`config.mk`:
```
export PLATFORM = sky130hd
export DESIGN_NAME = md5_stream_hasher
export DESIGN_NICKNAME = d
export VERILOG_FILES = /design/src/hw/rtl/md5sh_pkg.sv /design/src/hw/rtl/md5sh_front.sv /design/src/hw/rtl/md5sh_queue.sv /design/src/hw/rtl/md5sh_back.sv /design/src/hw/rtl/md5_stream_hasher.sv
export SDC_FILE = /design/constraint.sdc
export NUM_CORES = 2
export LEC_CHECK = 0
export BUFFER_PORTS_ARGS = -buffer_cell sky130_fd_sc_hd__buf_4
export CAP_MARGIN = 20
export CORE_AREA = 2 2 435 307
export DETAILED_ROUTE_END_ITERATION = 8
export DIE_AREA = 0 0 437 309
export GPL_TIMING_DRIVEN = 0
export HOLD_SLACK_MARGIN = 0.03
export PLACE_DENSITY_LB_ADDON = 0.25
export SLEW_MARGIN = 20
export SYNTH_ARGS = -nofsm -noshare
export SYNTH_HDL_FRONTEND = slang
export SYNTH_SLANG_ARGS = --single-unit
```
`constraint.sdc`:
```
create_clock -name clock -period 24.6 [get_ports clock]
set_input_delay 4.92 -clock clock [delete_from_list [all_inputs] [get_ports clock]]
set_output_delay 4.92 -clock clock [all_outputs]
set_load 0.01 [all_outputs]
```
`src/hw/rtl/md5sh_pkg.sv`:
```
package md5sh_pkg;

   localparam logic [31:0] INIT_A = 32'h67452301;
   localparam logic [31:0] INIT_B = 32'hefcdab89;
   localparam logic [31:0] INIT_C = 32'h98badcfe;
   localparam logic [31:0] INIT_D = 32'h10325476;
   localparam logic [7:0]  PAD_MARK = 8'h80;

   // word slots of the block that take the bit length
   localparam logic [3:0] LEN_WORD_LO = 4'd14;
   localparam logic [3:0] LEN_WORD_HI = 4'd15;

   localparam int QUEUE_DEPTH = 4;
   localparam int QUEUE_AW = $clog2(QUEUE_DEPTH);
   localparam int QUEUE_CW = $clog2(QUEUE_DEPTH + 1);

   typedef enum logic {
      ITEM_WORD,
      ITEM_FINISH
   } item_kind_type;

   typedef struct packed {
      item_kind_type kind;
      logic [2:0]    nbytes;
      logic [31:0]   word;
      logic [63:0]   bit_len;
   } q_entry_type;

   localparam logic [31:0] ROUND_K [0:63] = '{
      32'hd76aa478, 32'he8c7b756, 32'h242070db, 32'hc1bdceee,
      32'hf57c0faf, 32'h4787c62a, 32'ha8304613, 32'hfd469501,
      32'h698098d8, 32'h8b44f7af, 32'hffff5bb1, 32'h895cd7be,
      32'h6b901122, 32'hfd987193, 32'ha679438e, 32'h49b40821,
      32'hf61e2562, 32'hc040b340, 32'h265e5a51, 32'he9b6c7aa,
      32'hd62f105d, 32'h02441453, 32'hd8a1e681, 32'he7d3fbc8,
      32'h21e1cde6, 32'hc33707d6, 32'hf4d50d87, 32'h455a14ed,
      32'ha9e3e905, 32'hfcefa3f8, 32'h676f02d9, 32'h8d2a4c8a,
      32'hfffa3942, 32'h8771f681, 32'h6d9d6122, 32'hfde5380c,
      32'ha4beea44, 32'h4bdecfa9, 32'hf6bb4b60, 32'hbebfbc70,
      32'h289b7ec6, 32'heaa127fa, 32'hd4ef3085, 32'h04881d05,
      32'hd9d4d039, 32'he6db99e5, 32'h1fa27cf8, 32'hc4ac5665,
      32'hf4292244, 32'h432aff97, 32'hab9423a7, 32'hfc93a039,
      32'h655b59c3, 32'h8f0ccc92, 32'hffeff47d, 32'h85845dd1,
      32'h6fa87e4f, 32'hfe2ce6e0, 32'ha3014314, 32'h4e0811a1,
      32'hf7537e82, 32'hbd3af235, 32'h2ad7d2bb, 32'heb86d391
   };

   localparam logic [4:0] ROUND_S [0:15] = '{
      5'd7, 5'd12, 5'd17, 5'd22, 5'd5, 5'd9, 5'd14, 5'd20,
      5'd4, 5'd11, 5'd16, 5'd23, 5'd6, 5'd10, 5'd15, 5'd21
   };

   function automatic logic [3:0] msg_index(input logic [5:0] rnd);
      logic [3:0] i;
      logic [3:0] g;
      i = rnd[3:0];
      case (rnd[5:4])
         2'd0:    g = i;
         2'd1:    g = i * 4'd5 + 4'd1;
         2'd2:    g = i * 4'd3 + 4'd5;
         default: g = i * 4'd7;
      endcase
      return g;
   endfunction

   function automatic logic [31:0] byte_swap(input logic [31:0] w);
      return {w[7:0], w[15:8], w[23:16], w[31:24]};
   endfunction

endpackage

```
`src/hw/rtl/md5sh_front.sv`:
```
module md5sh_front (
   input  logic                   clock,
   input  logic                   reset,
   input  logic                   req_tvalid,
   output logic                   req_tready,
   input  logic [7:0]             req_tdata,
   input  logic                   req_tuser,
   input  logic                   req_tlast,
   output md5sh_pkg::q_entry_type push_entry,
   output logic                   push_en,
   input  logic                   push_ready
);
   import md5sh_pkg::*;

   logic [31:0] part_ff, part_in;
   logic [1:0]  lane_ff, lane_in;
   logic [63:0] bits_ff, bits_in;
   logic        accept;
   logic [31:0] word_cur;
   logic [63:0] bits_cur;

   assign req_tready = push_ready;
   assign accept = req_tvalid && push_ready;

   always_comb begin
      word_cur = part_ff;
      if (req_tuser) begin
         word_cur[{lane_ff, 3'b000} +: 8] = req_tdata;
      end
      bits_cur = bits_ff + (req_tuser ? 64'd8 : 64'd0);
   end

   assign push_en = accept && (req_tlast || (req_tuser && lane_ff == 2'd3));
   assign push_entry.kind = req_tlast ? ITEM_FINISH : ITEM_WORD;
   assign push_entry.nbytes = {1'b0, lane_ff} + {2'b00, req_tuser};
   assign push_entry.word = word_cur;
   assign push_entry.bit_len = bits_cur;

   always_comb begin
      part_in = part_ff;
      lane_in = lane_ff;
      bits_in = bits_ff;
      if (accept) begin
         part_in = word_cur;
         if (req_tlast) begin
            lane_in = 2'd0;
            bits_in = 64'd0;
         end else if (req_tuser) begin
            lane_in = lane_ff + 2'd1;
            bits_in = bits_cur;
         end
      end
   end

   always_ff @(posedge clock) begin
      if (reset) begin
         lane_ff <= 2'd0;
         bits_ff <= 64'd0;
      end else begin
         lane_ff <= lane_in;
         bits_ff <= bits_in;
      end
   end

   always_ff @(posedge clock) begin
      part_ff <= part_in;
   end

endmodule

```
`src/hw/rtl/md5sh_queue.sv`:
```
module md5sh_queue (
   input  logic                   clock,
   input  logic                   reset,
   input  logic                   push_en,
   input  md5sh_pkg::q_entry_type push_entry,
   output logic                   push_ready,
   input  logic                   pop_en,
   output md5sh_pkg::q_entry_type head,
   output logic                   head_valid
);
   import md5sh_pkg::*;

   localparam logic [QUEUE_CW-1:0] QUEUE_FULL = QUEUE_CW'(QUEUE_DEPTH);

   q_entry_type               slot_ff [QUEUE_DEPTH];
   logic [QUEUE_AW-1:0]       wr_ptr_ff, wr_ptr_in;
   logic [QUEUE_AW-1:0]       rd_ptr_ff, rd_ptr_in;
   logic [QUEUE_CW-1:0]       count_ff, count_in;

   assign push_ready = count_ff != QUEUE_FULL;
   assign head_valid = count_ff != '0;
   assign head = slot_ff[rd_ptr_ff];

   always_comb begin
      wr_ptr_in = wr_ptr_ff;
      rd_ptr_in = rd_ptr_ff;
      count_in = count_ff;
      if (push_en) begin
         wr_ptr_in = wr_ptr_ff + QUEUE_AW'(1);
      end
      if (pop_en) begin
         rd_ptr_in = rd_ptr_ff + QUEUE_AW'(1);
      end
      if (push_en && !pop_en) begin
         count_in = count_ff + QUEUE_CW'(1);
      end else if (pop_en && !push_en) begin
         count_in = count_ff - QUEUE_CW'(1);
      end
   end

   always_ff @(posedge clock) begin
      if (reset) begin
         wr_ptr_ff <= '0;
         rd_ptr_ff <= '0;
         count_ff <= '0;
      end else begin
         wr_ptr_ff <= wr_ptr_in;
         rd_ptr_ff <= rd_ptr_in;
         count_ff <= count_in;
      end
   end

   always_ff @(posedge clock) begin
      if (push_en) begin
         slot_ff[wr_ptr_ff] <= push_entry;
      end
   end

endmodule

```
`src/hw/rtl/md5sh_back.sv`:
```
module md5sh_back (
   input  logic                   clock,
   input  logic                   reset,
   input  md5sh_pkg::q_entry_type head,
   input  logic                   head_valid,
   output logic                   pop_en,
   output logic                   rsp_tvalid,
   input  logic                   rsp_tready,
   output logic [127:0]           rsp_tdata
);
   import md5sh_pkg::*;

   typedef enum logic [2:0] {
      ST_LOAD,
      ST_PAD,
      ST_ROUND,
      ST_FOLD,
      ST_OUT
   } state_type;

   state_type    state_ff, state_in;
   logic [3:0]   widx_ff, widx_in;
   logic [5:0]   rnd_ff, rnd_in;
   logic         mark_ff, mark_in;
   logic         final_ff, final_in;
   logic         padding_ff, padding_in;
   logic [31:0]  chain_ff [4];
   logic [31:0]  chain_in [4];
   logic         out_valid_ff, out_valid_in;
   logic [127:0] out_data_ff, out_data_in;
   logic [31:0]  a_ff, a_in, b_ff, b_in, c_ff, c_in, d_ff, d_in;
   logic [63:0]  len_ff, len_in;
   logic [31:0]  msg_ff [16];

   logic         wr_en;
   logic [31:0]  wr_word;
   logic [31:0]  marked_word;
   logic [31:0]  f_val;
   logic [31:0]  round_sum;
   logic [63:0]  rot_wide;

   assign rsp_tvalid = out_valid_ff;
   assign rsp_tdata = out_data_ff;

   // message word with the pad byte placed after the last message byte
   always_comb begin
      for (int j = 0; j < 4; j++) begin
         if (3'(j) < head.nbytes) begin
            marked_word[8*j +: 8] = head.word[8*j +: 8];
         end else if (3'(j) == head.nbytes) begin
            marked_word[8*j +: 8] = PAD_MARK;
         end else begin
            marked_word[8*j +: 8] = 8'h00;
         end
      end
   end

   always_comb begin
      case (rnd_ff[5:4])
         2'd0:    f_val = (b_ff & c_ff) | (~b_ff & d_ff);
         2'd1:    f_val = (b_ff & d_ff) | (c_ff & ~d_ff);
         2'd2:    f_val = b_ff ^ c_ff ^ d_ff;
         default: f_val = c_ff ^ (b_ff | ~d_ff);
      endcase
      round_sum = a_ff + f_val + ROUND_K[rnd_ff] + msg_ff[msg_index(rnd_ff)];
      rot_wide = {round_sum, round_sum} << ROUND_S[{rnd_ff[5:4], rnd_ff[1:0]}];
   end

   always_comb begin
      state_in = state_ff;
      widx_in = widx_ff;
      rnd_in = rnd_ff;
      mark_in = mark_ff;
      final_in = final_ff;
      padding_in = padding_ff;
      chain_in = chain_ff;
      out_valid_in = out_valid_ff;
      out_data_in = out_data_ff;
      a_in = a_ff;
      b_in = b_ff;
      c_in = c_ff;
      d_in = d_ff;
      len_in = len_ff;
      pop_en = 1'b0;
      wr_en = 1'b0;
      wr_word = 32'h0;

      if (out_valid_ff && rsp_tready) begin
         out_valid_in = 1'b0;
      end

      unique case (state_ff)
         ST_LOAD: begin
            if (head_valid) begin
               pop_en = 1'b1;
               wr_en = 1'b1;
               if (head.kind == ITEM_WORD) begin
                  wr_word = head.word;
               end else begin
                  padding_in = 1'b1;
                  len_in = head.bit_len;
                  state_in = ST_PAD;
                  if (head.nbytes[2]) begin
                     wr_word = head.word;
                     mark_in = 1'b1;
                  end else begin
                     wr_word = marked_word;
                     final_in = widx_ff < LEN_WORD_LO;
                  end
               end
            end
         end
         ST_PAD: begin
            wr_en = 1'b1;
            if (mark_ff) begin
               wr_word = {24'h0, PAD_MARK};
               mark_in = 1'b0;
               final_in = widx_ff < LEN_WORD_LO;
            end else if (final_ff && widx_ff == LEN_WORD_LO) begin
               wr_word = len_ff[31:0];
            end else if (final_ff && widx_ff == LEN_WORD_HI) begin
               wr_word = len_ff[63:32];
            end
         end
         ST_ROUND: begin
            a_in = d_ff;
            d_in = c_ff;
            c_in = b_ff;
            b_in = b_ff + rot_wide[63:32];
            rnd_in = rnd_ff + 6'd1;
            if (rnd_ff == 6'd63) begin
               state_in = ST_FOLD;
            end
         end
         ST_FOLD: begin
            chain_in[0] = chain_ff[0] + a_ff;
            chain_in[1] = chain_ff[1] + b_ff;
            chain_in[2] = chain_ff[2] + c_ff;
            chain_in[3] = chain_ff[3] + d_ff;
            if (!padding_ff) begin
               state_in = ST_LOAD;
            end else if (final_ff) begin
               state_in = ST_OUT;
            end else begin
               state_in = ST_PAD;
               final_in = !mark_ff;
            end
         end
         ST_OUT: begin
            if (!out_valid_ff || rsp_tready) begin
               out_valid_in = 1'b1;
               out_data_in = {byte_swap(chain_ff[2]), byte_swap(chain_ff[3]),
                              byte_swap(chain_ff[0]), byte_swap(chain_ff[1])};
               chain_in[0] = INIT_A;
               chain_in[1] = INIT_B;
               chain_in[2] = INIT_C;
               chain_in[3] = INIT_D;
               padding_in = 1'b0;
               final_in = 1'b0;
               mark_in = 1'b0;
               state_in = ST_LOAD;
            end
         end
         default: begin
            state_in = ST_LOAD;
         end
      endcase

      if (wr_en) begin
         widx_in = widx_ff + 4'd1;
         if (widx_ff == LEN_WORD_HI) begin
            state_in = ST_ROUND;
            rnd_in = 6'd0;
            a_in = chain_ff[0];
            b_in = chain_ff[1];
            c_in = chain_ff[2];
            d_in = chain_ff[3];
         end
      end
   end

   always_ff @(posedge clock) begin
      if (reset) begin
         state_ff <= ST_LOAD;
         widx_ff <= 4'd0;
         rnd_ff <= 6'd0;
         mark_ff <= 1'b0;
         final_ff <= 1'b0;
         padding_ff <= 1'b0;
         chain_ff[0] <= INIT_A;
         chain_ff[1] <= INIT_B;
         chain_ff[2] <= INIT_C;
         chain_ff[3] <= INIT_D;
         out_valid_ff <= 1'b0;
      end else begin
         state_ff <= state_in;
         widx_ff <= widx_in;
         rnd_ff <= rnd_in;
         mark_ff <= mark_in;
         final_ff <= final_in;
         padding_ff <= padding_in;
         chain_ff <= chain_in;
         out_valid_ff <= out_valid_in;
      end
   end

   always_ff @(posedge clock) begin
      out_data_ff <= out_data_in;
      a_ff <= a_in;
      b_ff <= b_in;
      c_ff <= c_in;
      d_ff <= d_in;
      len_ff <= len_in;
      if (wr_en) begin
         msg_ff[widx_ff] <= wr_word;
      end
   end

endmodule

```
`src/hw/rtl/md5_stream_hasher.sv`:
```
// channel  dir  beat contents (lsb up)
// req      in   tdata: data_byte | tuser: byte_valid | tlast: last
// rsp      out  tdata: digest_high, digest_low
//
// bytes are taken one per cycle while the four-entry word queue has room
// each 64-byte block is loaded as 16 words, then takes 64 rounds and a fold
// in the back end; the single round unit sets the sustained byte rate
// end of message adds one or two padding blocks and an output state that loads the digest
// reset is synchronous, active high; no clearing pass is needed
// one digest can wait in the output register while the next message hashes;
// a second finished digest holds the back end until rsp takes the first

module md5_stream_hasher (
   input  logic         clock,
   input  logic         reset,
   input  logic         req_tvalid,
   output logic         req_tready,
   input  logic [7:0]   req_tdata,   // data_byte
   input  logic         req_tuser,   // byte_valid
   input  logic         req_tlast,
   output logic         rsp_tvalid,
   input  logic         rsp_tready,
   output logic [127:0] rsp_tdata    // digest_high, digest_low
);
   import md5sh_pkg::*;

   q_entry_type push_entry;
   logic        push_en;
   logic        push_ready;
   q_entry_type head;
   logic        head_valid;
   logic        pop_en;

   md5sh_front u_front (
      .clock      (clock),
      .reset      (reset),
      .req_tvalid (req_tvalid),
      .req_tready (req_tready),
      .req_tdata  (req_tdata),
      .req_tuser  (req_tuser),
      .req_tlast  (req_tlast),
      .push_entry (push_entry),
      .push_en    (push_en),
      .push_ready (push_ready)
   );

   md5sh_queue u_queue (
      .clock      (clock),
      .reset      (reset),
      .push_en    (push_en),
      .push_entry (push_entry),
      .push_ready (push_ready),
      .pop_en     (pop_en),
      .head       (head),
      .head_valid (head_valid)
   );

   md5sh_back u_back (
      .clock      (clock),
      .reset      (reset),
      .head       (head),
      .head_valid (head_valid),
      .pop_en     (pop_en),
      .rsp_tvalid (rsp_tvalid),
      .rsp_tready (rsp_tready),
      .rsp_tdata  (rsp_tdata)
   );

   // end of message always reaches the queue
   assert property (@(posedge clock) disable iff (reset)
      (req_tvalid && req_tready && req_tlast) |-> push_en)
      else $error("last beat accepted without a queue entry");

   assert property (@(posedge clock) disable iff (reset)
      pop_en |-> head_valid)
      else $error("queue popped while empty");

   assert property (@(posedge clock)
      reset |=> !rsp_tvalid)
      else $error("digest valid right after reset");

endmodule
```
---- Yosys cells after proc, flatten, opt, wreduce, memory -nomap -nowiden ----
Memory sizes are Yosys's and may differ from the RTL's. A register that Yosys moved wholly into a read port is not among the register bits.
Index checks and enable logic that the tools add are counted.
cells by class
  add/subtract/negate cells ............... 20
  $mul .................................... 3
  order comparisons ....................... 7
  equality and inequality tests ........... 21
  shifts and indexed selects .............. 3
  muxes and demuxes ....................... 84
  bitwise logic cells ..................... 14
  reductions and logical operators ........ 31
operators by type and width
  kind                                                                     number
  32-bit 2-to-1 mux                                                        21
  32-bit adder                                                             8
  128-bit one-hot mux with 2 select lines                                  1
  32-bit AND                                                               4
  128-bit 2-to-1 mux                                                       1
  64-bit 2-to-1 mux                                                        2
  32-bit bitwise OR                                                        3
  32-bit one-hot mux with 3 select lines                                   1
  32-bit XOR                                                               3
  64-bit adder                                                             1
  8-bit 2-to-1 mux                                                         8
  32-bit inverter                                                          2
  32-bit one-hot mux with 2 select lines                                   1
  64-bit by 5-bit left shift with 64-bit output                            1
  32-bit bitwise mux                                                       1
  8-bit by 7-bit variable shift with 32-bit output (first input constant)  1
  8-bit by 7-bit indexed part select with 32-bit output                    1
  3-bit 2-to-1 mux                                                         10
  1-bit 2-to-1 mux                                                         22
  6-bit 2-to-1 mux                                                         3
  3-bit one-hot mux with 5 select lines                                    1
  4-bit one-hot mux with 3 select lines                                    1
  5-bit 2-to-1 mux                                                         2
  2-bit by 1-bit != test with 1-bit output (second input constant)         5
  46 further kinds                                                         79
word-level totals
  register bits ........................... 570
  memory bits (writable) .................. 912
  bits in read-only memories .............. 2128
  input bits .............................. 14
  memories kept ........................... 4
memories
  memory           depth  width  rd ports  clocked after memory_dff  write ports  line               text
  (no name shown)  64     32     1         0                         0            md5sh_back.sv:65   round_sum = a_ff + f_val + ROUND_K[rnd_ff] + msg_ff[msg_index(rnd_ff)];
  u_back.msg_ff    16     32     1         0                         1            md5sh_back.sv:33   logic [31:0] msg_ff [16];
  u_queue.slot_ff  4      100    1         1                         1            md5sh_queue.sv:15  q_entry_type slot_ff [QUEUE_DEPTH];
  (no name shown)  16     5      1         0                         0            md5sh_back.sv:66   rot_wide = {round_sum, round_sum} << ROUND_S[{rnd_ff[5:4], rnd_ff[1:0]}];

---- Longest topological paths before layout ----
  depth after elaboration ................. 12
  gate-level depth with buffers ........... 52
  mapped depth without buffers ............ 46

---- Cells and area by module ----
Synthesis repeated with hierarchy kept, for this count alone.
second synthesis, totals
  cells, all modules ...................... 6398
  area total of the unflattened synthesis .. 75189.6 um^2
modules (own cells, without submodules)
  module       times used  cells an instance  area each (um^2)  sequential area each (um^2)
  md5sh_back   1           5092               53966.8           26605.5
  md5sh_queue  1           567                14959.3           12191.7
  md5sh_front  1           739                6263.5            2222.1

---- Least setup slack after synthesis ----
OpenSTA, ideal clock, no wires.
  kind .................................... register to register
  start point ............................. register u_back.rnd_ff[2]
  end point ............................... register u_back.b_ff[30]
  library setup time ...................... 0.131 ns
  arrival time ............................ 10.924 ns
  path slack .............................. 13.546 ns
  cell stages (with the launch flop) ...... 51
  buffers on the path ..................... 8
  period minus slack after synthesis ...... 11.054 ns
  path through ............................ dfxtp_1 > clkbuf_1 > inv_1 > clkbuf_1 > buf_1 > clkbuf_1 > ha_1 > fa_1 > xor2_1 > xnor2_1 > o21ai_0 > o311ai_2 > clkbuf_1 > clkbuf_1 > buf_1 > mux2i_1 > a21oi_1 > fa_1 > (+15 left out) > o21ai_0 > mux2i_1 > a21oi_1 > ha_1 > fa_1 > a21o_1 > a21oi_1 > o21ai_0 > nand3_1 > a21oi_1 > a41oi_1 > o21ai_0 > o41ai_1 > o21ai_0 > a21o_1 > a21oi_1 > xor2_1 > o21ai_0
between the ends
  longest elaborated chain between the ends .. 11
  elaborated cells between the ends (all ways) .. 18
RTL lines
  element                                                                     line               text
  start: declaration                                                          md5sh_back.sv:23   logic [5:0] rnd_ff, rnd_in;
  start signal: assignment                                                    md5sh_back.sv:198  rnd_ff <= rnd_in;
  parallel branches: the longest is 5 deep, another holds memory 16 x 32 bit  n/a
  32-bit adder *                                                              md5sh_back.sv:65
  64-bit by 5-bit left shift with 64-bit output *                             md5sh_back.sv:66
  32-bit adder *                                                              md5sh_back.sv:129  b_in = b_ff + rot_wide[63:32];
  32-bit 2-to-1 mux *                                                         md5sh_back.sv:92   unique case (state_ff)
  32-bit 2-to-1 mux                                                           md5sh_back.sv:171  if (widx_ff == LEN_WORD_HI) begin
  32-bit 2-to-1 mux *                                                         md5sh_back.sv:169  if (wr_en) begin
  named net u_back.b_in[30]                                                   md5sh_back.sv:31   logic [31:0] a_ff, a_in, b_ff, b_in, c_ff, c_in, d_ff, d_in;
  end signal: assignment                                                      md5sh_back.sv:210  b_ff <= b_in;
  end: declaration                                                            md5sh_back.sv:31
Mark *: on every way through the listed nets, which the timed path passes. The select of a mux whose other input is x is not followed.
A chain may end at the register's enable or synchronous reset.

---- Final worst setup path ----
  start point ............................. register u_back.rnd_ff[2]
  end point ............................... register u_back.b_ff[31]
The elaborated chain is that of the path after synthesis.

==> impl_results.md <==
* Final hold violation count at 0
* Most frequent CP cell: a21oi_1
* CTS tree: yes
* Crit-path leading delay family: compound AO/OA/AOI/OAI gates
* CTS Buf Count at 139
* EDFF count, synth at 1,121
* RR Endpoint: u_back.b_ff[31]
* Residual DRC at 0
* Critical Path Source Type: register
* DIE AREA at 0.135 mm^2
* Flops & latches, synth at 1,466
* FF+latch area at 0.0406 mm^2
* Worst path arrival time at 17.90 ns
* Initial antenna violation count at 10
* Postcts setup bufs at 0
* Final Critical Period at 17.14 ns
* Num ports at 144
* Hold Crit Class: reg -> reg
* Die height at 309 um
* Worst hold start: u_back.chain_ff[23]
* First-pass detailed-route iteration total at 9
* Post-synth top flop: edfxtp_1
* Pre-CTS setup slack at 8.14 ns
* Fillers at 10,000
* Drt total wl at 263,000 um
* Multi-input gate area at 0.0301 mm^2
* Slowest CP cell: o311ai_2
* DR vias/cell at 6.61
* Share of layout cells above drive strength 1 at 11.6%
* Clk root buf: clkbuf_16
* CP Class: reg -> reg
* Crit. End Element: register
* Clock buffer depth at 3
* R2R depth at 47
* Routed via count at 55,400
* Core area at 0.131 mm^2
* Leak at 29.7 nW
* Clk_lat worst skew at 0.83 ns
* GRT Residual Overflow at 0
* Status: finished, final reports clean
* Fin cells at 8,393
* Largest cells by area after synthesis: edfxtp_1 (46%), dfxtp_1 (9.5%), mux4_2 (7.2%), ha_1 (4.1%), a21oi_1 (3.5%)
* Fin crit share at 69.7%
* Number of global-route vias before repair at 52,500
* Placed cell count at 8,137
* Clk sink count at 1,466
* Crit path from: u_back.rnd_ff[2]
* Distinct cells, synth at 82
* R2r startpoint: u_back.rnd_ff[2]
* Post-cts resize count at 0
* Synthesis Warnings at 0
* H-tree depth at 4
* Count leader, synth: edfxtp_1
* ANT nets after route at 0
* Fmax at 58.4 MHz
* Dpl hpwl at 191,000 um
* Synthesized area per cell at 11.8 um^2
* # rows at 111
* Max-cap violations at 0
* Hold path endpoint: u_back.d_ff[23]
* Seq/Total Area, Yosys at 55.7%
* DR iter-0 viols at 7,919
* CTS Hold Buffers Added at 0
* Drt wl/cell at 31.4 um
* First-pass GRT wire length at 374,000 um
* Worst path bufs/invs at 11
* Final TNS setup at 0 ns
* Hold path depth at 2
* Worst Setup Slack, final at 7.46 ns
* Gpl congestion at 1.03
* Synth-to-Final Area Change at 12.6%
* PortBufs at 142
* Crit path largest cell delay at 0.92 ns
* Post-synth ARST share at 0%
* Reg-to-reg setup timing slack at 7.46 ns
* GRT Total Usage at 38.6%
* Final Setup Violations at 0
* RSZ-0062 raised after global routing: no
* Initial Util at 55.8%
* Max VDD drop at 0.112 mV
* Clk slew on worst S/H paths at 0.07 ns
* DIE WIDTH at 437 um
* Worst-margin pin slew at 1.26 ns
* Worst Skew at 0.0759 ns
* Synth cell count leaders: edfxtp_1 (1,121), nand2_1 (598), nor2_1 (546), a21oi_1 (507), dfxtp_1 (345)
* Yosys top cell by area: edfxtp_1
* CP max FO at 19
* Pwr/cell area at 114 mW/mm^2
* Worst EP required at 25.36 ns
* Cell Area, Synth at 0.0728 mm^2
* Synth top area share at 46.2%
* Net Count, Synth at 6,501
* Hold Slack at 0.497 ns
* Worst rel slew slack at 16.0%
* Post-synthesis cell count at 6,181
* Final Power at 0.00934 W
* Slew Viols, Final at 0
* Nets at 6,847
* Largest net degree at the start of global routing at 48
## metal layers
layer	up-vias	share of wire (%)	global-route usage, %
met1	27600	39	53.5
met3	571	12	9.63
met2	3611	44	58.5
met4	6	4.4	15.9
li1	23600	-	-
met5	-	0.013	0
## worst min-delay path, cell delays in order, from the launching register on
cell and delay, ns:
dfxtp_1 0.34, nor2_1 0.11, a31oi_1 0.04
## power breakdown
part | internal (W) | switching [W] | leakage, nW
clock network | 0.00123 | 0.000999 | 2.26
logic | 0.00137 | 0.00249 | 14.4
registers | 0.00305 | 0.000197 | 13.0
total | 0.00565 | 0.00369 | 29.7
## layout make-up
type                       instances  share of cell area, %
clock buffer                     178                   4.53
tap                             1751                   2.67
timing repair buffer             205                   2.48
antenna                            3                0.00915
multi-input combinational       4070                   36.7
inverter                         281                   1.29
clock inverter                    75                   1.19
sequential                      1466                   49.5
buffer                           364                   1.71
## cell usage in the layout (no fill, tap or decap), drive strengths merged, types with 17 or more instances in the layout
master / netlist / layout
nor2b: 58 / 58
nand2b: 39 / 39
nand2: 598 / 598
ha: 236 / 236
xor2: 122 / 122
fa: 70 / 70
clkbuf: 299 / 481
xnor2: 177 / 177
nand4: 17 / 17
nand3: 104 / 104
a31oi: 173 / 173
a22oi: 74 / 74
and3: 45 / 45
a22o: 35 / 35
a21oi: 509 / 509
mux4: 236 / 236
nor3: 77 / 77
clkinv: 3 / 53
o31ai: 17 / 17
and2: 31 / 31
a21o: 80 / 80
o22ai: 63 / 63
edfxtp: 1121 / 1121
o211ai: 25 / 25
dfxtp: 345 / 345
nor2: 547 / 547
o21bai: 23 / 23
a211oi: 74 / 74
buf: 65 / 266
o21ai: 270 / 270
mux2i: 98 / 98
mux2: 18 / 18
o21a: 32 / 32
inv: 278 / 286
or3: 30 / 30
## cell families (layout without fill, tap and decap cells)
kind of cell	Yosys count	count (layout)	share of synthesized area, %
adders and majority gates	306	306	5.98
xor gates and xnor gates	299	299	3.60
muxes	352	352	8.94
other	0	3	0
AOI/OAI and AO/OA	1502	1502	12.7
DFF	1466	1466	55.7
and+or+nand+nor	1611	1611	9.70
buffers and inverters	645	1103	3.35
## state kept, by name, summed over array words and instances, names as in the netlist, 61 cells and up, named ones only
signal and cells:
u_front.bits_ff 61, u_back.msg_ff 512, u_back.rsp_tdata 128, u_back.chain_ff 128, u_back.len_ff 61, u_queue.slot_ff 388
## worst max path at each step
stage                            to  slack, ns  cells past startpoint
floorplan           u_back.b_ff[30]      13.55                     50
CTS                 u_back.b_ff[31]       8.07                     47
detailed placement  u_back.b_ff[31]       8.14                     47
global placement    u_back.b_ff[31]       7.39                     48
finish              u_back.b_ff[31]       7.46                     47
global route        u_back.b_ff[31]       6.85                     46
## per-stage QoR
stage          cell area (um^2)  util (%)
6_report                  82000      62.8
5_1_grt                   82000      62.8
4_1_cts                   82000      62.8
3_5_place_dp              77300      59.2
3_3_place_gp              76100      58.3
2_1_floorplan             72800         -
(Power assumes the default switching activity.)
